===== src/rtl/fca_pkg.sv =====
// ---------------------------------------------------------------------------
// fca_pkg: shared types and constants of the full-circle atan2 block
// Widths, the arctangent table, the queue record and the CORDIC step.
// ---------------------------------------------------------------------------
package fca_pkg;

  localparam int COMP_W         = 16;
  localparam int ANGLE_W        = 16;
  localparam int ROTATION_STEPS = 16;

  localparam int TABLE_LEN   = 32;
  localparam int STEPS       = (ROTATION_STEPS > TABLE_LEN) ? TABLE_LEN : ROTATION_STEPS;
  localparam int GUARD_SHIFT = 40 - COMP_W;
  localparam int DP_W        = 44;
  localparam int Z_W         = 32;
  localparam int ROUND_SH    = Z_W - ANGLE_W;

  localparam logic [Z_W-1:0] TURN_ZERO     = 32'h0000_0000;
  localparam logic [Z_W-1:0] TURN_QUARTER  = 32'h4000_0000;
  localparam logic [Z_W-1:0] TURN_HALF     = 32'h8000_0000;
  localparam logic [Z_W-1:0] TURN_3QUARTER = 32'hC000_0000;

  localparam logic [Z_W:0] ROUND_HALF =
    (ROUND_SH > 0) ? ((Z_W+1)'(1) << (ROUND_SH - 1)) : '0;

  localparam int QUEUE_DEPTH = 2;
  localparam int QUEUE_AW    = 1;
  localparam int QUEUE_CW    = 2;

  localparam logic [Z_W-1:0] ATAN_TAB [TABLE_LEN] = '{
    32'h20000000, 32'h12E4051E, 32'h09FB385B, 32'h051111D4,
    32'h028B0D43, 32'h0145D7E1, 32'h00A2F61E, 32'h00517C55,
    32'h0028BE53, 32'h00145F2F, 32'h000A2F98, 32'h000517CC,
    32'h00028BE6, 32'h000145F3, 32'h0000A2FA, 32'h0000517D,
    32'h000028BE, 32'h0000145F, 32'h00000A30, 32'h00000518,
    32'h0000028C, 32'h00000146, 32'h000000A3, 32'h00000051,
    32'h00000029, 32'h00000014, 32'h0000000A, 32'h00000005,
    32'h00000003, 32'h00000001, 32'h00000001, 32'h00000000
  };

  typedef struct packed {
    logic                   exact;
    logic signed [DP_W-1:0] x;
    logic signed [DP_W-1:0] y;
    logic [Z_W-1:0]         z;
  } vec_rec_t;

  // One micro-rotation; an exact axis answer passes through unchanged.
  function automatic vec_rec_t cordic_step(input vec_rec_t r, input int i);
    logic signed [DP_W-1:0] xv;
    logic signed [DP_W-1:0] yv;
    logic signed [DP_W-1:0] xs;
    logic signed [DP_W-1:0] ys;
    vec_rec_t               o;
    xv = r.x;
    yv = r.y;
    xs = xv >>> i;
    ys = yv >>> i;
    o  = r;
    if (!r.exact) begin
      if (!yv[DP_W-1]) begin
        o.x = xv + ys;
        o.y = yv - xs;
        o.z = r.z + ATAN_TAB[i];
      end else begin
        o.x = xv - ys;
        o.y = yv + xs;
        o.z = r.z - ATAN_TAB[i];
      end
    end
    return o;
  endfunction

  function automatic logic [ANGLE_W-1:0] round_angle(input logic [Z_W-1:0] z);
    logic [Z_W:0] sum;
    sum = {1'b0, z} + ROUND_HALF;
    return ANGLE_W'(sum >> ROUND_SH);
  endfunction

endpackage


===== src/rtl/fca_if.sv =====
// ---------------------------------------------------------------------------
// fca_if: request channels of the full-circle atan2 block
// Valid/ready channels for the vector input and the angle result.
// ---------------------------------------------------------------------------
interface fca_in_if;
  logic                              valid;
  logic                              ready;
  logic signed [fca_pkg::COMP_W-1:0] opposite;
  logic signed [fca_pkg::COMP_W-1:0] adjacent;

  modport source (output valid, output opposite, output adjacent, input ready);
  modport sink (input valid, input opposite, input adjacent, output ready);
endinterface



===== src/rtl/fca_front.sv =====
// ---------------------------------------------------------------------------
// fca_front: request intake and classification
// Answers the axis cases exactly and pre-rotates the other vectors into
// the right half plane before they are queued.
// ---------------------------------------------------------------------------
module fca_front (
  fca_in_if.sink              in_chan,
  input  logic                q_full,
  output logic                push,
  output fca_pkg::vec_rec_t   push_rec
);
  import fca_pkg::*;

  logic signed [DP_W-1:0] xg;
  logic signed [DP_W-1:0] yg;
  logic                   y_zero;
  logic                   x_zero;

  assign in_chan.ready = !q_full;
  assign push          = in_chan.valid && !q_full;

  assign xg     = {{(DP_W-40){in_chan.adjacent[COMP_W-1]}}, in_chan.adjacent,
                   {GUARD_SHIFT{1'b0}}};
  assign yg     = {{(DP_W-40){in_chan.opposite[COMP_W-1]}}, in_chan.opposite,
                   {GUARD_SHIFT{1'b0}}};
  assign y_zero = (in_chan.opposite == '0);
  assign x_zero = (in_chan.adjacent == '0);

  always_comb begin
    push_rec.exact = y_zero || x_zero;
    push_rec.x     = xg;
    push_rec.y     = yg;
    push_rec.z     = TURN_ZERO;
    if (y_zero) begin
      push_rec.z = (!xg[DP_W-1] && !x_zero) ? TURN_ZERO : TURN_HALF;
    end else if (x_zero) begin
      push_rec.z = yg[DP_W-1] ? TURN_3QUARTER : TURN_QUARTER;
    end else if (xg[DP_W-1]) begin
      push_rec.x = -xg;
      push_rec.y = -yg;
      push_rec.z = TURN_HALF;
    end
  end

endmodule


===== src/flat_wrapper.sv =====
// flat-port wrapper written by rule: the top's interface ports become plain ports
module fca_front_flat import fca_pkg::*;
  (q_full, push, push_rec, in_chan_valid, in_chan_opposite, in_chan_adjacent, in_chan_ready);
  fca_in_if in_chan_i ();
  input  logic q_full;
  output logic push;
  output fca_pkg::vec_rec_t push_rec;
  input wire logic [$bits(in_chan_i.valid)-1:0] in_chan_valid;
  input wire logic [$bits(in_chan_i.opposite)-1:0] in_chan_opposite;
  input wire logic [$bits(in_chan_i.adjacent)-1:0] in_chan_adjacent;
  output wire logic [$bits(in_chan_i.ready)-1:0] in_chan_ready;
  assign in_chan_i.valid = in_chan_valid;
  assign in_chan_i.opposite = in_chan_opposite;
  assign in_chan_i.adjacent = in_chan_adjacent;
  assign in_chan_ready = in_chan_i.ready;
  fca_front u_core (.in_chan(in_chan_i), .q_full(q_full), .push(push), .push_rec(push_rec));
endmodule

===== config.mk =====
export PLATFORM = sky130hd
export DESIGN_NAME = fca_front_flat
export DESIGN_NICKNAME = d
export VERILOG_FILES = /design/src/rtl/fca_pkg.sv /design/src/rtl/fca_if.sv /design/src/rtl/fca_front.sv /design/src/flat_wrapper.sv
export SDC_FILE = /design/constraint.sdc
export NUM_CORES = 1
export LEC_CHECK = 0
export BUFFER_PORTS_ARGS = -buffer_cell sky130_fd_sc_hd__buf_2
export CORE_AREA = 10 10 72 86
export DETAILED_ROUTE_END_ITERATION = 10
export DIE_AREA = 0 0 82 96
export MAX_ROUTING_LAYER = met4
export PLACE_DENSITY = 0.77
export SYNTH_ARGS = -nofsm -noshare
export SYNTH_HDL_FRONTEND = slang
export SYNTH_SLANG_ARGS = --single-unit
export TNS_END_PERCENT = 100

===== constraint.sdc =====
create_clock -name vclk -period 2
set_input_delay 0.2 -clock vclk [all_inputs]
set_output_delay 0.2 -clock vclk [all_outputs]
set_load 0.005 [all_outputs]

==> results of run 1 <==
what timing repair did:
action | CTS | global route
setup buffers | 2 | 4
hold endpoints to repair | 0 | 0
gates resized for setup | 50 | 22
endpoints found under the setup margin | 37 | 34
pin swaps | 16 | 10
Yosys cell counts, drive strengths merged:
cell | count | area share, %
a21oi | 1 | 0.36
conb | 1 | 0.27
o41ai | 5 | 3.7
buf | 85 | 45
nor2b | 1 | 0.45
o31ai | 7 | 4.1
or4 | 8 | 4.9
xor2 | 2 | 1.3
and2 | 3 | 1.4
or3b | 1 | 0.63
inv | 7 | 1.9
clkbuf | 3 | 0.81
nand3 | 2 | 0.72
xnor2 | 23 | 15
nand2 | 9 | 2.4
or3 | 5 | 2.6
o21ai | 13 | 4.7
a311o | 1 | 0.72
o41a | 1 | 0.81
nor2 | 9 | 2.4
ha | 2 | 1.8
mux2 | 1 | 0.81
nor3 | 2 | 0.72
nand2b | 3 | 1.4
o21a | 1 | 0.54
nor4 | 1 | 0.90
placed cells by master, fill, tap and decap left out, types with 2 or more instances in the layout:
| master | synthesis | layout |
|---|---|---|
| o21ai_2 | 0 | 7 |
| nand3_1 | 2 | 2 |
| xnor2_1 | 23 | 23 |
| nand2b_1 | 3 | 3 |
| and2_1 | 3 | 2 |
| or3_4 | 1 | 2 |
| buf_2 | 4 | 72 |
| nor3_4 | 0 | 2 |
| or3_1 | 4 | 3 |
| o21ai_1 | 1 | 3 |
| o41ai_4 | 0 | 4 |
| or4_4 | 2 | 7 |
| nand2_1 | 9 | 8 |
| o21ai_0 | 12 | 3 |
| nor2_1 | 9 | 7 |
| conb_1 | 1 | 78 |
| xor2_1 | 2 | 2 |
| buf_4 | 81 | 35 |
| o31ai_4 | 0 | 3 |
| buf_6 | 0 | 14 |
| o31ai_2 | 1 | 4 |
| inv_1 | 7 | 5 |
per-layer routing:
metal | GRT usage [%] | routed length, um | part of all wire, % | vias to the layer above
li1 | - | - | - | 728
met1 | 10.7 | 1720 | 32 | 709
met2 | 23.8 | 3000 | 57 | 87
met3 | 2.24 | 522 | 9.9 | 4
met4 | 0.994 | 48 | 0.91 | 0
met5 | - | 0 | 0 | -
cell families (layout without fill, tap and decap cells):
| group | Yosys count | in the layout | share of synthesized area (%) |
|---|---|---|---|
| AO/OA/AOI/OAI | 29 | 29 | 15.0 |
| AND/OR/NAND/NOR | 44 | 44 | 18.5 |
| multiplexers | 1 | 1 | 0.811 |
| XOR/XNOR | 25 | 25 | 15.8 |
| adder cells (fa/ha/maj) | 2 | 2 | 1.80 |
| other | 1 | 78 | 0.270 |
| buffers and inverters | 95 | 130 | 47.9 |
layout make-up:
| cell class | instances | area share [%] |
|---|---|---|
| multi-input combinational | 179 | 57.8 |
| timing repair buffer | 123 | 37.5 |
| tap | 58 | 3.34 |
| inverter | 7 | 1.32 |
power groups by stage:
stage / clock (mW) / combinational, mW / sequential (mW)
floorplan: 0 / 0.266 / 0
global placement: 0 / 0.337 / 0
detailed placement: 0 / 0.344 / 0
CTS: 0 / 0.389 / 0
global route: 0 / 0.458 / 0
finish: 0 / 0.417 / 0
through the flow:
step,cell area (sq um),setup WS (ns),std cells,hold slack (ns),total power [mW]
after global routing,2180,-0.217,367,0.627,0.458
after CTS,2050,-0.160,363,0.615,0.389
after floorplan,1700,0.0277,274,0.427,0.266
final,2180,-0.162,367,0.608,0.417
after global placement,1800,-0.180,361,0.613,0.337
after detailed placement,1800,-0.238,361,0.615,0.344
worst paths after layout:
path	to	slack [ns]	depth (start not counted)
worst max-delay path	push_rec[31]	-0.16	6
worst min-delay path	push_rec[100]	0.61	2
==> impl_metrics.env, run 1 <==
export IMPL_outcome="finished, violations left"
export IMPL_violations="negative setup slack"
export IMPL_dieHeight_um=96
export IMPL_antenna_found_initial=0
export IMPL_critPathBufInv=2
export IMPL_io_buffers=79
export IMPL_drt_total_wl_um=5290
export IMPL_drcViolationCount=0
export IMPL_regArea_sq_um=0
export IMPL_hold_class="in -> out"
export IMPL_diodes=0
export IMPL_seq_power_share_pct=0
export IMPL_hold_buffers=0
export IMPL_crit_arrival_ns=1.96
export IMPL_min_period_over_period_pct=108
export IMPL_fin_util_pct=48.1
export IMPL_drt_iter0_drc=37
export IMPL_worstPathCellList="buf_6 -> or4_4 -> or4_4 -> or3_4 -> o21ai_1 -> buf_2"
export IMPL_p_comb_share_pct=100.0
export IMPL_grt_pass1_wl_um=7430
export IMPL_die_w_um=82
export IMPL_yosys_warnings=0
export IMPL_grt_max_degree=18
export IMPL_peakVddDrop_uv=90.4
export IMPL_cp_end_kind="output pin"
export IMPL_yosysUniqueCellTypes=32
export IMPL_power_density_nw_per_um2=192
export IMPL_worstSetupPathType="in -> out"
export IMPL_yosysSeqAreaShare_pct=0
export IMPL_grt_pass1_vias=1645
export IMPL_antenna_left=0
export IMPL_clockPowerShare_pct=0
export IMPL_dieArea_sq_um=7870
export IMPL_power_switching_mw=0.217
export IMPL_initial_utilization_pct=30.7
export IMPL_finalMaxSlewViolations=0
export IMPL_num_clock_buffers=0
export IMPL_place_gp_congestion=0.858
export IMPL_min_period_ns=2.16
export IMPL_worstSetupStartpoint="in_chan_adjacent[3]"
export IMPL_setup_viol_count_final=28
export IMPL_leakagePower_nw=1.17
export IMPL_max_freq_ghz=0.462
export IMPL_synth_area_sq_um=1390
export IMPL_wire_per_inst_um=14.4
export IMPL_syn_instance_count=197
export IMPL_p_int_mw=0.200
export IMPL_rows=27
export IMPL_flops_and_latches=0
export IMPL_drive_above_1_share_pct=53.1
export IMPL_groute_usage_overall_pct=11.5
export IMPL_nets=347
export IMPL_ioPinCount=157
export IMPL_crit_path_max_incr_delay_ns=0.54
export IMPL_crit_path_top_delay_cell="or4_4"
export IMPL_hpwlAfterDp_um=4380
export IMPL_min_delay_start="in_chan_adjacent[0]"
export IMPL_fillers=473
export IMPL_rsz0062_at_grt="yes"
export IMPL_overflow=0
export IMPL_final_setup_tns_ns=-1.84
export IMPL_first_pass_iters=3
export IMPL_vias=1528
export IMPL_hold_viol=0
export IMPL_placeableCoreArea_sq_um=4530
export IMPL_cap_violations=0
export IMPL_avgSynthCellArea_sq_um=7.05
export IMPL_startpoint_type="input pin"
export IMPL_via_per_inst=4.16
export IMPL_p_sw_share_pct=52.1
export IMPL_multi_input_area_sq_um=1260
export IMPL_areaGrowthSynthToFinish_pct=56.7
export IMPL_cp_top_family="simple AND/OR/NAND/NOR gates"
export IMPL_required_ns=1.80
export IMPL_path_max_fanout=4
export IMPL_setup_slack_ns=-0.162
export IMPL_crit_top_cell="or4_4"
(Power assumes the default switching activity.)
==> run 2: changes to the inputs <==
==> constraint.sdc (replaced) <==
create_clock -name vclk -period 1.8
set_input_delay 0.18 -clock vclk [all_inputs]
set_output_delay 0.18 -clock vclk [all_outputs]
set_load 0.005 [all_outputs]
==> run 2 against run 1 <==
Against the previous run: the run still ends with negative setup slack left; total power rose by 19%; critical path depth unchanged; wire length grew 1.6%; highest routed layer unchanged; die area did not move; first-iteration DRC count fell by 54%; largest cell class unchanged; combinational power increased by 19%; via count up 0.98%; critical endpoint unchanged; clock-buffer cell count stayed put; hold slack got worse by 0.039 ns; sequential share of layout area unchanged.
==> impl_metrics.env, run 2 (same netlist as run 1, synthesis figures left out) <==
export IMPL_pre_cts_ws_ns=-0.362
export IMPL_crit_arrival_ns=1.92
export IMPL_dieHeight_um=96
export IMPL_ioPinCount=157
export IMPL_groute_usage_overall_pct=11.8
export IMPL_die_w_um=82
export IMPL_place_gp_congestion=0.845
export IMPL_final_area_sq_um=2320
export IMPL_flops_and_latches=0
export IMPL_cap_violations=0
export IMPL_min_period_ns=2.10
export IMPL_min_to="push_rec[100]"
export IMPL_startpoint_type="input pin"
export IMPL_io_buffers=79
export IMPL_final_common_cell="conb_1"
export IMPL_setup_slack_ns=-0.302
export IMPL_hold_viol=0
export IMPL_min_delay_start="in_chan_adjacent[0]"
export IMPL_max_freq_ghz=0.476
export IMPL_worstSetupPathType="in -> out"
export IMPL_final_setup_tns_ns=-7.27
export IMPL_placed_area_sq_um=1990
export IMPL_num_clock_buffers=0
export IMPL_drcViolationCount=0
export IMPL_violations="negative setup slack"
export IMPL_leakagePower_nw=1.21
export IMPL_power_density_nw_per_um2=213
export IMPL_rsz0062_at_grt="yes"
export IMPL_antenna_left=0
export IMPL_holdPathStages=2
export IMPL_regArea_sq_um=0
export IMPL_timing_hold_ws_ns=0.569
export IMPL_drt_total_wl_um=5380
export IMPL_grt_max_degree=19
export IMPL_dieArea_sq_um=7870
export IMPL_wire_per_inst_um=14.4
export IMPL_hold_class="in -> out"
export IMPL_finalMaxSlewViolations=0
export IMPL_drt_iter0_drc=17
export IMPL_peakVddDrop_uv=130
export IMPL_hpwlAfterDp_um=4630
export IMPL_place_inst=367
export IMPL_initial_utilization_pct=30.7
export IMPL_cp_end_kind="output pin"
export IMPL_grt_pass1_wl_um=7610
export IMPL_path_max_fanout=3
export IMPL_required_ns=1.62
export IMPL_grt_pass1_vias=1660
export IMPL_via_per_inst=4.13
export IMPL_final_cell_mix="78 x conb_1, 66 x buf_2, 40 x buf_4"
export IMPL_instances_no_fill=374
export IMPL_vias=1543
export IMPL_antenna_found_initial=0
export IMPL_drive_above_1_share_pct=56.3
export IMPL_overflow=0
export IMPL_outcome="finished, violations left"
export IMPL_setup_viol_count_final=38
export IMPL_fin_util_pct=51.2
export IMPL_min_period_over_period_pct=117
export IMPL_placeableCoreArea_sq_um=4530
export IMPL_areaGrowthSynthToFinish_pct=66.9
export IMPL_power_mw=0.495
export IMPL_diodes=0
export IMPL_rows=27
export IMPL_first_pass_iters=4
export IMPL_nets=354
==> run 2: critical path, stage by stage <==
cell and delay (ns):
buf_6 0.09, or4_4 0.54, or4_4 0.52, or3_4 0.36, o21ai_2 0.11, buf_2 0.12
==> run 2: area by class of cell <==
type               instances  area, sq um
fillers                  440         2210
multi-input cells        179         1280
repair buffers           130          926
well taps                 58         72.6
inverters                  7         41.3
==> run 2: timing repair <==
action	in CTS	in global routing
hold buffers	0	0
pin swaps	14	13
setup endpoints to repair	38	39
endpoints found under the hold margin	0	0
resized for setup	38	29
setup buffers	5	4
==> run 2: worst max-delay path by stage <==
stage / start / endpoint / slack, ns / depth (start not counted)
final: in_chan_adjacent[3] / push_rec[31] / -0.30 / 6
after global placement: in_chan_adjacent[3] / push_rec[110] / -0.31 / 7
after CTS: in_chan_adjacent[3] / push_rec[31] / -0.30 / 6
after floorplan: in_chan_opposite[1] / push_rec[68] / -0.07 / 7
after global routing: in_chan_adjacent[3] / push_rec[31] / -0.37 / 6
after detailed placement: in_chan_adjacent[3] / push_rec[110] / -0.36 / 7
==> run 2: metal layers <==
metal  part of all wire, %  vias to the layer above  track usage [%]  wire [um]
met5                     0                        -                -          0
met4                  0.74                        0            0.852         40
met1                    33                      700             11.7       1760
li1                      -                      743                -          -
met2                    56                       94             24.1       2990
met3                    11                        6             1.68        592
==> run 2: power by group <==
part / total (mW) / internal, mW / switching [mW] / leakage, nW
sequential: 0 / 0 / 0 / 0
combinational: 0.495 / 0.245 / 0.249 / 1.21
clock: 0 / 0 / 0 / 0
