<file path="src/rtl/fca_pkg.sv">
// ---------------------------------------------------------------------------
// fca_pkg: shared types and constants of the full-circle atan2 block
// Widths, the arctangent table, the queue record and the CORDIC step.
// ---------------------------------------------------------------------------
package fca_pkg;

  localparam int COMP_W         = 16;
  localparam int ANGLE_W        = 16;
  localparam int ROTATION_STEPS = 16;

  localparam int TABLE_LEN   = 32;
  localparam int STEPS       = (ROTATION_STEPS > TABLE_LEN) ? TABLE_LEN : ROTATION_STEPS;
  localparam int GUARD_SHIFT = 40 - COMP_W;
  localparam int DP_W        = 44;
  localparam int Z_W         = 32;
  localparam int ROUND_SH    = Z_W - ANGLE_W;

  localparam logic [Z_W-1:0] TURN_ZERO     = 32'h0000_0000;
  localparam logic [Z_W-1:0] TURN_QUARTER  = 32'h4000_0000;
  localparam logic [Z_W-1:0] TURN_HALF     = 32'h8000_0000;
  localparam logic [Z_W-1:0] TURN_3QUARTER = 32'hC000_0000;

  localparam logic [Z_W:0] ROUND_HALF =
    (ROUND_SH > 0) ? ((Z_W+1)'(1) << (ROUND_SH - 1)) : '0;

  localparam int QUEUE_DEPTH = 2;
  localparam int QUEUE_AW    = 1;
  localparam int QUEUE_CW    = 2;

  localparam logic [Z_W-1:0] ATAN_TAB [TABLE_LEN] = '{
    32'h20000000, 32'h12E4051E, 32'h09FB385B, 32'h051111D4,
    32'h028B0D43, 32'h0145D7E1, 32'h00A2F61E, 32'h00517C55,
    32'h0028BE53, 32'h00145F2F, 32'h000A2F98, 32'h000517CC,
    32'h00028BE6, 32'h000145F3, 32'h0000A2FA, 32'h0000517D,
    32'h000028BE, 32'h0000145F, 32'h00000A30, 32'h00000518,
    32'h0000028C, 32'h00000146, 32'h000000A3, 32'h00000051,
    32'h00000029, 32'h00000014, 32'h0000000A, 32'h00000005,
    32'h00000003, 32'h00000001, 32'h00000001, 32'h00000000
  };

  typedef struct packed {
    logic                   exact;
    logic signed [DP_W-1:0] x;
    logic signed [DP_W-1:0] y;
    logic [Z_W-1:0]         z;
  } vec_rec_t;

  // One micro-rotation; an exact axis answer passes through unchanged.
  function automatic vec_rec_t cordic_step(input vec_rec_t r, input int i);
    logic signed [DP_W-1:0] xv;
    logic signed [DP_W-1:0] yv;
    logic signed [DP_W-1:0] xs;
    logic signed [DP_W-1:0] ys;
    vec_rec_t               o;
    xv = r.x;
    yv = r.y;
    xs = xv >>> i;
    ys = yv >>> i;
    o  = r;
    if (!r.exact) begin
      if (!yv[DP_W-1]) begin
        o.x = xv + ys;
        o.y = yv - xs;
        o.z = r.z + ATAN_TAB[i];
      end else begin
        o.x = xv - ys;
        o.y = yv + xs;
        o.z = r.z - ATAN_TAB[i];
      end
    end
    return o;
  endfunction

  function automatic logic [ANGLE_W-1:0] round_angle(input logic [Z_W-1:0] z);
    logic [Z_W:0] sum;
    sum = {1'b0, z} + ROUND_HALF;
    return ANGLE_W'(sum >> ROUND_SH);
  endfunction

endpackage

</file>
<file path="src/rtl/fca_queue.sv">
// ---------------------------------------------------------------------------
// fca_queue: short request queue between intake and CORDIC pipeline
// Two-entry FIFO; a push and a pop may happen in the same cycle.
// ---------------------------------------------------------------------------
module fca_queue (
  input  logic               clk,
  input  logic               rst_n,
  input  logic               push,
  input  fca_pkg::vec_rec_t  push_rec,
  input  logic               pop,
  output logic               q_full,
  output logic               q_valid,
  output fca_pkg::vec_rec_t  head_rec
);
  import fca_pkg::*;

  vec_rec_t               entry_r [QUEUE_DEPTH];
  logic [QUEUE_AW-1:0]    wr_ptr_r;
  logic [QUEUE_AW-1:0]    wr_ptr_nxt;
  logic [QUEUE_AW-1:0]    rd_ptr_r;
  logic [QUEUE_AW-1:0]    rd_ptr_nxt;
  logic [QUEUE_CW-1:0]    count_r;
  logic [QUEUE_CW-1:0]    count_nxt;
  logic                   do_pop;

  assign q_full   = (count_r == QUEUE_CW'(QUEUE_DEPTH));
  assign q_valid  = (count_r != '0);
  assign head_rec = entry_r[rd_ptr_r];
  assign do_pop   = pop && q_valid;

  always_comb begin
    wr_ptr_nxt = push ? wr_ptr_r + 1'b1 : wr_ptr_r;
    rd_ptr_nxt = do_pop ? rd_ptr_r + 1'b1 : rd_ptr_r;
    count_nxt  = count_r + QUEUE_CW'(push) - QUEUE_CW'(do_pop);
  end

  always_ff @(posedge clk) begin
    if (!rst_n) begin
      wr_ptr_r <= '0;
      rd_ptr_r <= '0;
      count_r  <= '0;
    end else begin
      wr_ptr_r <= wr_ptr_nxt;
      rd_ptr_r <= rd_ptr_nxt;
      count_r  <= count_nxt;
    end
  end

  always_ff @(posedge clk) begin
    if (push) begin
      entry_r[wr_ptr_r] <= push_rec;
    end
  end

endmodule

</file>
<file path="config.mk">
export PLATFORM = sky130hd
export DESIGN_NAME = fca_queue
export DESIGN_NICKNAME = d
export VERILOG_FILES = /design/src/rtl/fca_pkg.sv /design/src/rtl/fca_queue.sv
export SDC_FILE = /design/constraint.sdc
export NUM_CORES = 1
export LEC_CHECK = 0
export ABC_AREA = 1
export BUFFER_PORTS_ARGS = -buffer_cell sky130_fd_sc_hd__buf_4
export CORE_ASPECT_RATIO = 2
export CORE_UTILIZATION = 56
export CTS_CLUSTER_DIAMETER = 30
export DETAILED_ROUTE_END_ITERATION = 6
export PLACE_DENSITY = 0.86
export SLEW_MARGIN = 25
export SYNTH_ARGS = -nofsm -noshare
export SYNTH_HDL_FRONTEND = slang
export SYNTH_SLANG_ARGS = --single-unit
</file>
<file path="constraint.sdc">
create_clock -name clk -period 15.9 [get_ports clk]
set_clock_uncertainty 0.1 [all_clocks]
set_input_delay 1.59 -clock clk [delete_from_list [all_inputs] [get_ports clk]]
set_output_delay 1.59 -clock clk [all_outputs]
set_load 0.03 [all_outputs]
</file>
==> results of run 1 <==
## power by group through the flow
| stage | clock, mW | combinational, mW | sequential (mW) |
|---|---|---|---|
| floorplan | 0 | 0.302 | 0.782 |
| global placement | 0 | 0.435 | 0.786 |
| detailed placement | 0 | 0.443 | 0.789 |
| CTS | 0.559 | 0.446 | 0.776 |
| global route | 0.581 | 0.462 | 0.779 |
| finish | 0.547 | 0.442 | 0.775 |
## registers in the layout, summed over array words and instances (netlist names), named ones only
signal    count
wr_ptr_r      1
count_r       2
rd_ptr_r      1
entry_r     242
## tightest hold or removal path, stage by stage (launching register included)
cell,delay (ps)
sky130_fd_sc_hd__dfxtp_1,340
sky130_fd_sc_hd__nor2_1,60
sky130_fd_sc_hd__nor2_1,80
## cell families after synthesis
kind of cell	Yosys count	share of synthesized area
compound gates	1	0.000556
buf+inv	22	0.0175
simple gates	20	0.00862
fa+ha+maj	2	0.00278
flops	247	0.819
mux	121	0.151
## synthesized netlist by cell type
library cell	n	area, um^2
sky130_fd_sc_hd__nand2_1	8	30.0
sky130_fd_sc_hd__buf_6	9	101
sky130_fd_sc_hd__nor2_1	10	37.5
sky130_fd_sc_hd__ha_1	2	25.0
sky130_fd_sc_hd__buf_2	3	15.0
sky130_fd_sc_hd__buf_4	1	7.51
sky130_fd_sc_hd__inv_1	9	33.8
sky130_fd_sc_hd__edfxtp_1	242	7270
sky130_fd_sc_hd__dfxtp_1	5	100
sky130_fd_sc_hd__mux2_2	121	1360
sky130_fd_sc_hd__a21oi_1	1	5.00
sky130_fd_sc_hd__nand3_1	2	10.0
## final cells by class
cell class | instances | area [um^2]
antenna | 1 | 2.50
clock inverter | 17 | 154
sequential | 247 | 7370
clock buffer | 27 | 633
inverter | 9 | 36.3
timing repair buffer | 251 | 1890
multi-input combinational | 144 | 1480
tap | 201 | 251
fill | 904 | 3880
## metal layers
metal | global-route usage | vias to the layer above | share of wire
li1 | - | 2152 | -
met1 | 0.201 | 2305 | 0.30
met2 | 0.418 | 222 | 0.58
met3 | 0.0412 | 58 | 0.061
met4 | 0.123 | 0 | 0.056
met5 | 0 | - | 0
## worst paths after layout
kind         depth (start not counted)        endpoint  slack, ps       from
max                                  3    head_rec[99]      11750  flip-flop
min                                  2       flip-flop        420   rd_ptr_r
max reg2reg                          3  entry_r[0][27]      13140   wr_ptr_r
min reg2reg                          2       flip-flop        420   rd_ptr_r
==> flow_results.xml, run 1 <==
<?xml version="1.0" encoding="UTF-8"?>
<metrics>
  <group name="run_status">
    <metric name="status" unit="">complete, no violations</metric>
  </group>
  <group name="pwr">
    <metric name="internal-power" unit="mW">1.25</metric>
    <metric name="cellLeakagePower" unit="nW">4.46</metric>
    <metric name="power_frac_comb" unit="">0.251</metric>
    <metric name="power.share.clock" unit="">0.310</metric>
    <metric name="design_power_total" unit="mW">1.76</metric>
    <metric name="p_sw" unit="mW">0.510</metric>
    <metric name="p_seq_frac" unit="">0.439</metric>
    <metric name="power_density" unit="nW/um^2">149</metric>
    <metric name="vdd_drop_max" unit="uV">136</metric>
    <metric name="p_sw_frac" unit="">0.289</metric>
  </group>
  <group name="worst_setup_path">
    <metric name="critical_path.cell_chain" unit="">buf_6 &gt; mux2_2 &gt; buf_4</metric>
    <metric name="worst-endpoint-required" unit="ps">14210</metric>
    <metric name="setup.worst_path.start_class" unit="">flip-flop</metric>
    <metric name="cp-end-kind" unit="">output port</metric>
    <metric name="setup.worst_path.class" unit="">flip-flop to output port</metric>
    <metric name="critical_path.max_stage_delay" unit="ps">700</metric>
    <metric name="timing.critical_path.fanout_max" unit="">95</metric>
    <metric name="critical_path.n_buffers_inverters" unit="">2</metric>
    <metric name="crit_path_top_delay_cell" unit="">sky130_fd_sc_hd__buf_6</metric>
    <metric name="crit_path_arrival_time" unit="ps">2460</metric>
    <metric name="timing.critical_path.max_delay_family" unit="">buffers and inverters</metric>
  </group>
  <group name="yosys">
    <metric name="seq_area_frac_synth" unit="">0.819</metric>
    <metric name="syn-cell-area" unit="um^2">8990</metric>
    <metric name="syn_area_per_cell" unit="um^2">21.8</metric>
    <metric name="mappedNetlistNets" unit="">540</metric>
    <metric name="gate_count_post_synth" unit="">413</metric>
    <metric name="synth_warnings" unit="">0</metric>
    <metric name="synth.lib_cells_used.distinct" unit="">12</metric>
    <metric name="synth-seq-cells" unit="">247</metric>
  </group>
  <group name="detailed_routing">
    <metric name="detailroute.via_count" unit="">4737</metric>
    <metric name="initialDrtViolationCount" unit="">152</metric>
    <metric name="antenna_left" unit="">0</metric>
    <metric name="detailedRoute.firstPassIterationCount" unit="">4</metric>
    <metric name="drc" unit="">0</metric>
    <metric name="drt-wirelength-per-cell" unit="um">20.0</metric>
    <metric name="drt-total-wl" unit="um">18000</metric>
    <metric name="post_drt_via_cell_ratio" unit="">5.28</metric>
  </group>
  <group name="placement">
    <metric name="buffers_on_ports" unit="">247</metric>
    <metric name="post-dp-hpwl" unit="um">12300</metric>
    <metric name="numPlacedInstances" unit="">852</metric>
    <metric name="placed_cell_area" unit="um^2">11000</metric>
    <metric name="detailedPlace.worstSlack" unit="ps">11720</metric>
    <metric name="finalWeightedCongestion" unit="">0.786</metric>
  </group>
  <group name="finish">
    <metric name="drive_gt1_frac" unit="">0.596</metric>
    <metric name="layout.nets" unit="">804</metric>
    <metric name="layout.cell_area.non_filler" unit="um^2">11800</metric>
    <metric name="syn_to_final_growth" unit="%">31.4</metric>
    <metric name="fin_cells" unit="">897</metric>
    <metric name="layout_common_cells" unit="">sky130_fd_sc_hd__buf_4 (249), sky130_fd_sc_hd__edfxtp_1 (242), sky130_fd_sc_hd__mux2_2 (121)</metric>
    <metric name="finalCoreUtilization" unit="">0.753</metric>
    <metric name="final_common_cell" unit="">sky130_fd_sc_hd__buf_4</metric>
  </group>
  <group name="floorplan">
    <metric name="die_h" unit="um">181</metric>
    <metric name="design.core.area" unit="um^2">15700</metric>
    <metric name="floorplan.initialDensity" unit="">0.573</metric>
    <metric name="floorplan.io_pins" unit="">248</metric>
    <metric name="die-area" unit="um^2">16600</metric>
    <metric name="core.rowCount" unit="">65</metric>
    <metric name="die_width" unit="um">91.6</metric>
  </group>
  <group name="global_route">
    <metric name="track_usage" unit="">0.215</metric>
    <metric name="grt_first_pass_wirelength" unit="um">26700</metric>
    <metric name="first_global_vias" unit="">5239</metric>
    <metric name="pin_count_of_the_biggest_net_entering_global_routing" unit="">96</metric>
    <metric name="grt_antenna_before_repair" unit="">1</metric>
    <metric name="global_route.overflow_total" unit="">0</metric>
  </group>
  <group name="cts">
    <metric name="cts_tree" unit="">yes</metric>
    <metric name="cts_hold_buf" unit="">0</metric>
    <metric name="max-clock-path-buffers" unit="">3</metric>
    <metric name="cts_num_sinks" unit="">247</metric>
    <metric name="clock_tree.htree_level_count" unit="">1</metric>
    <metric name="clockRootBuffer" unit="">sky130_fd_sc_hd__clkbuf_16</metric>
    <metric name="cts.reportedPaths.clkPinSlew" unit="ps">60</metric>
    <metric name="tritoncts_buffer_count" unit="">24</metric>
    <metric name="postCtsResizedCells" unit="">0</metric>
    <metric name="cts_setup_buffers" unit="">0</metric>
    <metric name="worst_skew_pair.late_latency" unit="ps">490</metric>
  </group>
  <group name="min_path">
    <metric name="hold_path_class" unit="">flip-flop to flip-flop</metric>
  </group>
  <group name="timing">
    <metric name="layout_worst_path_cycle_share" unit="">0.261</metric>
    <metric name="finalHoldWorstSlack" unit="ps">418</metric>
    <metric name="setup_tns" unit="ps">0</metric>
    <metric name="setup_slack" unit="ps">11750</metric>
    <metric name="maxSlewViolCount" unit="">0</metric>
    <metric name="slew_headroom" unit="">0.413</metric>
    <metric name="grt_setup_unrepaired" unit="">no</metric>
    <metric name="number_of_endpoints_with_negative_hold_slack_in_the_final_report" unit="">0</metric>
    <metric name="finalSetupViolations" unit="">0</metric>
    <metric name="worst_pin_slew" unit="ps">881</metric>
    <metric name="fmax" unit="MHz">241</metric>
    <metric name="period_minus_slack" unit="ps">4150</metric>
  </group>
  <group name="flow_run">
    <metric name="timing.max_cap.violations" unit="">0</metric>
  </group>
</metrics>
(Power assumes the default switching activity.)
==> run 2: changes to the inputs <==
- CORE_UTILIZATION: 56 -> 52
- PLACE_DENSITY: 0.86 -> 0.8
- clock period: 15.9 -> 3.96 ns (I/O delays scaled with it)
==> run 2 against run 1 <==
- hold slack worse by 360 ps
- setup slack worse by 11000 ps
- via count up 12%
- largest power group unchanged
- clock power rose to 4.3 times the previous value
- first-iteration DRC count up 58%
- final cell count up 15%
- largest cell class unchanged
- power rose to 4.2 times the previous value
- critical path depth unchanged
- utilization up 2.7 points
- sequential power rose to 4.0 times the previous value
- critical path type unchanged
- critical endpoint is now head_rec[103]
==> flow_results.xml, run 2 (synthesis gave the netlist of run 1 again) <==
<?xml version="1.0" encoding="UTF-8"?>
<metrics>
  <group name="run_status">
    <metric name="status" unit="">complete, no violations</metric>
  </group>
  <group name="floorplan">
    <metric name="core.rowCount" unit="">67</metric>
    <metric name="die-area" unit="um^2">17900</metric>
    <metric name="floorplan.io_pins" unit="">248</metric>
    <metric name="die_h" unit="um">188</metric>
    <metric name="design.core.area" unit="um^2">16800</metric>
    <metric name="die_width" unit="um">95</metric>
    <metric name="floorplan.initialDensity" unit="">0.534</metric>
  </group>
  <group name="worst_setup_path">
    <metric name="worst_r2r_path_depth" unit="">3</metric>
    <metric name="setup.worst_path.class" unit="">flip-flop to output port</metric>
    <metric name="timing.critical_path.fanout_max" unit="">85</metric>
    <metric name="setup.worst_path.start_class" unit="">flip-flop</metric>
    <metric name="r2r_end" unit="">entry_r[1][49]</metric>
    <metric name="worst-r2r-setup-slack" unit="ps">1880</metric>
    <metric name="crit_path_arrival_time" unit="ps">2270</metric>
    <metric name="worst-endpoint-required" unit="ps">3460</metric>
    <metric name="crit-reg2reg-launch" unit="">wr_ptr_r</metric>
    <metric name="cp-end-kind" unit="">output port</metric>
  </group>
  <group name="global_route">
    <metric name="pin_count_of_the_biggest_net_entering_global_routing" unit="">122</metric>
    <metric name="track_usage" unit="">0.236</metric>
    <metric name="grt_first_pass_wirelength" unit="um">30800</metric>
    <metric name="grt_antenna_before_repair" unit="">5</metric>
    <metric name="global_route.overflow_total" unit="">0</metric>
    <metric name="first_global_vias" unit="">5886</metric>
  </group>
  <group name="pwr">
    <metric name="vdd_drop_max" unit="uV">474</metric>
    <metric name="cellLeakagePower" unit="nW">5.00</metric>
    <metric name="power_density" unit="nW/um^2">563</metric>
  </group>
  <group name="timing">
    <metric name="worst_pin_slew" unit="ps">917</metric>
    <metric name="fmax" unit="MHz">361</metric>
    <metric name="finalSetupViolations" unit="">0</metric>
    <metric name="maxSlewViolCount" unit="">0</metric>
    <metric name="number_of_endpoints_with_negative_hold_slack_in_the_final_report" unit="">0</metric>
    <metric name="setup_tns" unit="ps">0</metric>
    <metric name="grt_setup_unrepaired" unit="">no</metric>
    <metric name="finalHoldWorstSlack" unit="ps">53.7</metric>
    <metric name="layout_worst_path_cycle_share" unit="">0.699</metric>
    <metric name="slew_headroom" unit="">0.389</metric>
    <metric name="period_minus_slack" unit="ps">2770</metric>
  </group>
  <group name="finish">
    <metric name="fin_cells" unit="">1032</metric>
    <metric name="largest_register_ff_count" unit="">242</metric>
    <metric name="layout.cell_area.non_filler" unit="um^2">13100</metric>
    <metric name="top_regs" unit="">entry_r: 242 flops, count_r: 2 flops</metric>
    <metric name="final_common_cell" unit="">sky130_fd_sc_hd__buf_4</metric>
    <metric name="syn_to_final_growth" unit="%">46.1</metric>
    <metric name="layout_common_cells" unit="">sky130_fd_sc_hd__buf_4 (250), sky130_fd_sc_hd__edfxtp_1 (242), sky130_fd_sc_hd__dlygate4sd3_1 (122)</metric>
    <metric name="final.fill_count" unit="">891</metric>
    <metric name="largest-register" unit="">entry_r</metric>
    <metric name="layout.nets" unit="">929</metric>
    <metric name="drive_gt1_frac" unit="">0.510</metric>
  </group>
  <group name="placement">
    <metric name="post-dp-hpwl" unit="um">12600</metric>
    <metric name="finalWeightedCongestion" unit="">0.737</metric>
    <metric name="numPlacedInstances" unit="">859</metric>
    <metric name="placed_cell_area" unit="um^2">11100</metric>
    <metric name="buffers_on_ports" unit="">247</metric>
  </group>
  <group name="cts">
    <metric name="tritoncts_buffer_count" unit="">26</metric>
    <metric name="clock_tree.htree_level_count" unit="">1</metric>
    <metric name="worst_skew_pair.late_latency" unit="ps">510</metric>
    <metric name="cts.reportedPaths.clkPinSlew" unit="ps">60</metric>
    <metric name="max-clock-path-buffers" unit="">3</metric>
    <metric name="cts_setup_buffers" unit="">0</metric>
    <metric name="cts_tree" unit="">yes</metric>
    <metric name="clockRootBuffer" unit="">sky130_fd_sc_hd__clkbuf_16</metric>
    <metric name="cts_num_sinks" unit="">247</metric>
  </group>
  <group name="detailed_routing">
    <metric name="initialDrtViolationCount" unit="">240</metric>
    <metric name="drc" unit="">0</metric>
    <metric name="drt-total-wl" unit="um">21000</metric>
    <metric name="antenna_left" unit="">0</metric>
    <metric name="drt-wirelength-per-cell" unit="um">20.3</metric>
    <metric name="post_drt_via_cell_ratio" unit="">5.16</metric>
    <metric name="detailedRoute.firstPassIterationCount" unit="">4</metric>
    <metric name="detailroute.via_count" unit="">5328</metric>
  </group>
  <group name="min_path">
    <metric name="hold_path_class" unit="">input port to flip-flop</metric>
    <metric name="worst_hold_end" unit="">wr_ptr_r</metric>
    <metric name="min_from" unit="">push</metric>
    <metric name="hold_depth" unit="">3</metric>
  </group>
  <group name="flow_run">
    <metric name="timing.max_cap.violations" unit="">0</metric>
  </group>
</metrics>
-- run 2: cell count changes in the layout (fill, tap and decap cells not counted), sizes merged --
| cell | change |
|---|---|
| clkinv | -4 |
| dlygate4sd3 | +122 |
| clkbuf | +3 |
| clkinvlp | +1 |
| inv | +2 |
| diode | +4 |
| buf | +1 |
-- run 2: timing repair --
item	4_1_cts	5_1_grt
resized for setup	0	0
hold endpoints to repair	243	0
hold buffers	122	0
setup endpoints to repair	0	0
-- run 2: worst max-delay path by stage --
stage,start,depth (start not counted),endpoint
2_1_floorplan,push,2,entry_r[1][0]
3_3_place_gp,flip-flop,3,head_rec[22]
3_5_place_dp,flip-flop,3,head_rec[22]
4_1_cts,flip-flop,3,head_rec[22]
5_1_grt,flip-flop,3,head_rec[103]
6_report,flip-flop,3,head_rec[103]
-- run 2: power breakdown --
group          total (mW)  internal [mW]  switching [mW]
logic                1.90          0.832            1.07
clock network        2.37           1.35            1.02
registers            3.13           3.04          0.0865
-- run 2: critical path, stage by stage, from the launching register on --
cell	delay [ps]
sky130_fd_sc_hd__dfxtp_4	670
sky130_fd_sc_hd__buf_12	430
sky130_fd_sc_hd__mux2_2	430
sky130_fd_sc_hd__buf_4	180
-- run 2: metal layers --
layer | wire length [um] | vias up | GRT usage
li1 | - | 2404 | -
met1 | 6780 | 2612 | 0.228
met2 | 11800 | 228 | 0.435
met3 | 1050 | 84 | 0.0434
met4 | 1370 | 0 | 0.154
met5 | 0 | - | 0
-- run 2: layout make-up --
class,instances,area (um^2),share of cell area
antenna,5,12.5,0.000952
clock buffer,30,687,0.0523
clock inverter,16,163,0.0124
inverter,9,36.3,0.00276
multi-input combinational,144,1480,0.112
sequential,247,7370,0.561
tap,207,259,0.0197
timing repair buffer,374,3140,0.239
-- run 2: through the flow --
stage               total power, mW  setup slack [ps]  utilization
floorplan                      4.34               575            -
global placement               4.91              1730        0.656
detailed placement             4.95              1710        0.656
CTS                            7.41              1160        0.779
global route                   7.63              1100        0.780
finish                         7.39              1190        0.780
